--- src/hdl/crdf_pkg.sv ---
package crdf_pkg;

    localparam int HEADER_BYTES = 10;
    localparam int MAX_WIDTH    = 4096;

    localparam int CFG_DATA_W = 13;  // widest register: image_width
    localparam int HDR_W      = 4;
    localparam int LIT_W      = 7;
    localparam int RUN_W      = 8;

    // register indexes
    localparam logic CFG_IMAGE_WIDTH    = 1'b0;
    localparam logic CFG_HEADER_PRESENT = 1'b1;

    // operation codes on s_tuser
    localparam logic OP_FEED = 1'b0;
    localparam logic OP_READ = 1'b1;

    // result status codes
    localparam logic [1:0] RES_OK       = 2'd0;
    localparam logic [1:0] RES_NO_IMAGE = 2'd1;
    localparam logic [1:0] RES_OVERFLOW = 2'd2;

    localparam logic [CFG_DATA_W-1:0] WIDTH_RESET = 13'd64;

    typedef enum logic [2:0] {
        S_IDLE,
        S_FEED,
        S_ZRUN,
        S_RD_POS,
        S_RD_DIV,
        S_RD_ADDR,
        S_RD_DATA
    } crdf_state_t;

    typedef struct packed {
        logic accept;
        logic feed;
        logic zrun;
        logic div_start;
        logic rd_pos;
        logic rd_addr;
        logic load_empty;
        logic load_pixel;
    } crdf_cmd_t;

    typedef struct packed {
        logic zrun_start;
        logic zrun_last;
        logic div_done;
        logic height_valid;
        logic no_image;
        logic out_busy;
    } crdf_stat_t;

endpackage

--- src/hdl/crdf_ctrl.sv ---
module crdf_ctrl (
    input  logic                 aclk,
    input  logic                 aresetn,
    input  logic                 s_tvalid,
    input  logic                 s_tuser,
    output logic                 s_tready,
    input  crdf_pkg::crdf_stat_t stat,
    output crdf_pkg::crdf_cmd_t  cmd
);

    import crdf_pkg::*;

    crdf_state_t state_reg, state_next;

    always_comb begin
        state_next = state_reg;
        unique case (state_reg)
            S_IDLE: begin
                if (s_tvalid) begin
                    state_next = (s_tuser == OP_READ) ? S_RD_POS : S_FEED;
                end
            end
            S_FEED:    state_next = stat.zrun_start ? S_ZRUN : S_IDLE;
            S_ZRUN:    state_next = stat.zrun_last ? S_IDLE : S_ZRUN;
            S_RD_POS: begin
                if (!stat.height_valid) begin
                    state_next = S_RD_DIV;
                end else if (stat.no_image) begin
                    state_next = stat.out_busy ? S_RD_POS : S_IDLE;
                end else begin
                    state_next = S_RD_ADDR;
                end
            end
            S_RD_DIV:  state_next = stat.div_done ? S_RD_POS : S_RD_DIV;
            S_RD_ADDR: state_next = S_RD_DATA;
            S_RD_DATA: state_next = stat.out_busy ? S_RD_DATA : S_IDLE;
            default:   state_next = S_IDLE;
        endcase
    end

    always_comb begin
        cmd      = '0;
        s_tready = 1'b0;
        unique case (state_reg)
            S_IDLE: begin
                s_tready   = 1'b1;
                cmd.accept = s_tvalid;
            end
            S_FEED: cmd.feed = 1'b1;
            S_ZRUN: cmd.zrun = 1'b1;
            S_RD_POS: begin
                if (!stat.height_valid) begin
                    cmd.div_start = 1'b1;
                end else if (stat.no_image) begin
                    cmd.load_empty = !stat.out_busy;
                end else begin
                    cmd.rd_pos = 1'b1;
                end
            end
            S_RD_DIV:  ;
            S_RD_ADDR: cmd.rd_addr = 1'b1;
            S_RD_DATA: cmd.load_pixel = !stat.out_busy;
            default:   ;
        endcase
    end

    always_ff @(posedge aclk) begin
        if (!aresetn) begin
            state_reg <= S_IDLE;
        end else begin
            state_reg <= state_next;
        end
    end

endmodule

--- config.mk ---
export PLATFORM = sky130hd
export DESIGN_NAME = crdf_ctrl
export DESIGN_NICKNAME = d
export VERILOG_FILES = /design/src/hdl/crdf_pkg.sv /design/src/hdl/crdf_ctrl.sv
export SDC_FILE = /design/constraint.sdc
export NUM_CORES = 1
export LEC_CHECK = 0
export BUFFER_PORTS_ARGS = -buffer_cell sky130_fd_sc_hd__buf_2
export CORE_AREA = 5 5 42 44
export DETAILED_ROUTE_END_ITERATION = 16
export DIE_AREA = 0 0 47 49
export PLACE_DENSITY = 0.53
export SLEW_MARGIN = 20
export SYNTH_ARGS = -nofsm -noshare
export SYNTH_HDL_FRONTEND = slang
export SYNTH_SLANG_ARGS = --single-unit
--- constraint.sdc ---
create_clock -name aclk -period 1.71 [get_ports aclk]
set_input_delay 0 -clock aclk [delete_from_list [all_inputs] [get_ports aclk]]
set_output_delay 0 -clock aclk [all_outputs]
set_load 0.01 [all_outputs]
# Word level (Yosys, flattened, before mapping)
# Cells that the tools add are included.
# totals
ff_bits,3
in_bits,10
output_inout_bits,9
# op_classes
eq_ne,7
muxes,23
reduce_logical,2
# op_table
operator,count
3-bit case mux with 7 select lines,1
3-bit 2-to-1 mux,5
1-bit 2-to-1 mux,12
2-bit 2-to-1 mux,5
"3-bit == test, second input constant",3
"3-bit by 2-bit == test with 1-bit output, second input constant",2
"3-bit by 1-bit == test with 1-bit output, second input constant",1
3-bit logical NOT,1
"2-bit != test, second input constant",1
1-bit logical NOT,1

# Longest topological paths before layout
# depth
depth_word,4
ltp_mapped,5
depth_no_buf,4

# Worst setup path before layout
# OpenSTA, ideal clock, no wires.
# synth_timing
kind,register -> register
start,register state_reg[2]
end,register state_reg[1]
setup_time_ps,67
arrival_ps,1175
required_ps,1643
slack_ps,468
stages_incl_launch_ff,6
path_buffers,1
period_less_slack_ps,1242
cell_sequence,dfxtp_1 -> buf_6 -> clkinv_8 -> a41oi_2 -> or4_4 -> a21oi_2
# synth_between
elab_chain_len,2
word_cells_on_any_way,9
# synth_lines
item,line_no,source
start: declaration,crdf_ctrl.sv:13,"crdf_state_t state_reg, state_next;"
start signal: assignment,crdf_ctrl.sv:71,state_reg <= state_next;
3-bit == test (tied with other cells),crdf_ctrl.sv:17,unique case (state_reg)
3-bit case mux with 7 select lines or 2-bit != test (tied branches),-,
# Several ways; a longest one is shown, not always the timed one.
# A chain may end at the register's enable or synchronous reset.

# Worst setup path after layout
# Ends and elaborated chain as after synthesis.

==> reports/metrics.cfg <==
[power]
sequentialPowerShare_pct=28.0
p_sw_share_pct=34.9
power_frac_comb_pct=34.8
p_per_area_nw_per_um2=816
total_power_mw=0.340
p_leak_nw=0.198
clkPwrFrac_pct=37.2
p_switching_mw=0.119
internal_power_mw=0.221
vdd_drop_max_mv=0.259

[critical_path]
cp.arrival_ns=1.60
worstSetupEndpointType=register
cp-start-kind=register
required_ns=1.88
crit_type=register to register
critPathMaxFanout=10

[routing]
ant_nets=0
drt_iter0_drc=12
avgRoutedWirePerCell_um=10.4
vias=367
via_per_inst=4.65
drc_errors=0
drt-total-wl_um=823
first_pass_iters=4

[timing]
rsz0062_at_grt=false
fin_tns_setup_ns=0
finalCritPeriodShare_pct=83.4
finalHoldViolCount=0
fin_crit_ns=1.43
layout_setup_ws_ns=0.284
setup_viol=0
worst-slew-pin-transition_ns=0.488
skew_ns=0.00293
fmax_ghz=0.701
maxSlewViolCount=0
slew-limit-headroom_pct=67.4

[logic_synthesis]
synth.avg_cell_area_um2=6.94
synth_seq_area_share_pct=20.6
synth.ff_latch_count=3
synth_warnings=0
synth.cell_area_um2=292
syn_nets=52
synthDistinctLibCells=19
synthCells=42

[layout]
largest_reg_flops=3
final_nets=74
drive_above_1_share_pct=41.3
antennaDiodeCount=0
area_growth_pct=42.9
stdcell_area_um2=417
fin_util_pct=29.7

[clocking]
clk_latency_ns=0.24
htreeDepth=1
cts_setup_buffers=0
cts_buffers=3
clk_pin_slew_ns=0.04
clk_path_buf_depth=2
cts-resized-gates=0
cts_tree=done
cts_sinks=3
cts_hold_buf=0
cts_root_buffer=clkbuf_4

[global_route]
grt_overflow=0
grt_pass1_wl_um=1380
grt_max_degree=11
grt_use_total_pct=7.80
grt_pass1_vias=363
antenna_found_initial=0

[placement]
dp_worst_setup_slack_ns=0.286
hpwl_um=689
portBuffers=18
routabilityCongestion=0.702
placed_area_um2=390

[flow_run]
maxCapViolCount=0

[floorplanning]
core_um2=1400
io_pins=19
start_util_pct=20.8
rows=14
die_w_um=47
die-area_um2=2300
die_h_um=49

[run_status]
status=finished clean

[hold_path]
hp-class=input pin to register

## power groups by stage
stage	Sequential [mW]	Clock (mW)	Combinational, mW
floorplan	0.0900	0	0.0808
global placement	0.0968	0	0.119
detailed placement	0.0959	0	0.120
CTS	0.0950	0.128	0.120
global route	0.0975	0.134	0.133
finish	0.0952	0.126	0.118
## critical path, stage by stage, from the launching register on
cell     delay, ns
dfxtp_1       0.61
nor2_1        0.11
or4_4         0.52
a21oi_2       0.11
## kinds of logic (layout without fill, tap and decap cells)
kind of cell    count (synthesis)  in the layout  share of synthesized area, %
compound gates                  9              9                          24.5
buf+inv                         3             24                          10.7
flops                           3              3                          20.6
simple gates                   27             27                          44.2
## final cells by class
type,instances,area (um2)
Multi-Input combinational cell,36,200
Inverter,2,20.0
Fill cell,167,985
Clock buffer,4,26.3
Timing Repair Buffer,18,90.1
Tap cell,16,20.0
Sequential cell,3,60.1
## Yosys cell counts
library cell	instances	area, um2
buf_6	1	11.3
and2_1	1	6.26
a222oi_1	1	10.0
clkinv_8	1	16.3
o21ai_0	2	10.0
a21oi_2	1	8.76
or4_4	1	11.3
nor3_1	4	20.0
inv_1	1	3.75
a41oi_2	1	16.3
a2bb2oi_1	1	8.76
nand2b_1	3	18.8
nand3_1	1	5.00
nand2_1	4	15.0
dfxtp_1	3	60.1
o211ai_1	1	7.51
nor2_1	12	45.0
a21oi_1	2	10.0
and3_2	1	7.51
## final timing paths
kind / start / to / slack, ns / cells after the start
setup / recovery: state_reg[2] / state_reg[1] / 0.28 / 3
hold / removal: stat[5] / state_reg[1] / 0.05 / 3
setup reg to reg: state_reg[2] / state_reg[1] / 0.28 / 3
hold reg to reg: state_reg[0] / state_reg[1] / 0.69 / 2
## through the flow
| step | hold slack, ns | instances |
|---|---|---|
| 2_1_floorplan | 0.0475 | 42 |
| 3_3_place_gp | 0.294 | 75 |
| 3_5_place_dp | 0.295 | 75 |
| 4_1_cts | 0.0549 | 79 |
| 5_1_grt | 0.0734 | 79 |
| 6_report | 0.0549 | 79 |
## cells in the final DEF, fill, tap and decap left out
cell type and n:
nand2_1 4, inv_1 1, clkbuf_4 3, buf_2 18
dfxtp_1 3, clkinv_8 1, nand2b_1 3, a2bb2oi_1 1
nand3_1 1, a41oi_2 1, nor2_1 12, a222oi_1 1
and3_2 1, o21ai_0 2, a21oi_1 2, o211ai_1 1
clkbuf_1 1, nor3_1 4, or4_4 1, a21oi_2 1
and2_1 1
## per-layer routing
layer / global-route usage [%] / up-vias / share of wire, %
li1: - / 192 / -
met1: 10.7 / 159 / 47
met2: 11.3 / 14 / 45
met3: 1.11 / 2 / 6.8
met4: 4.15 / 0 / 1.5
met5: 0 / - / 0
Power figures use the tool's default switching activity.
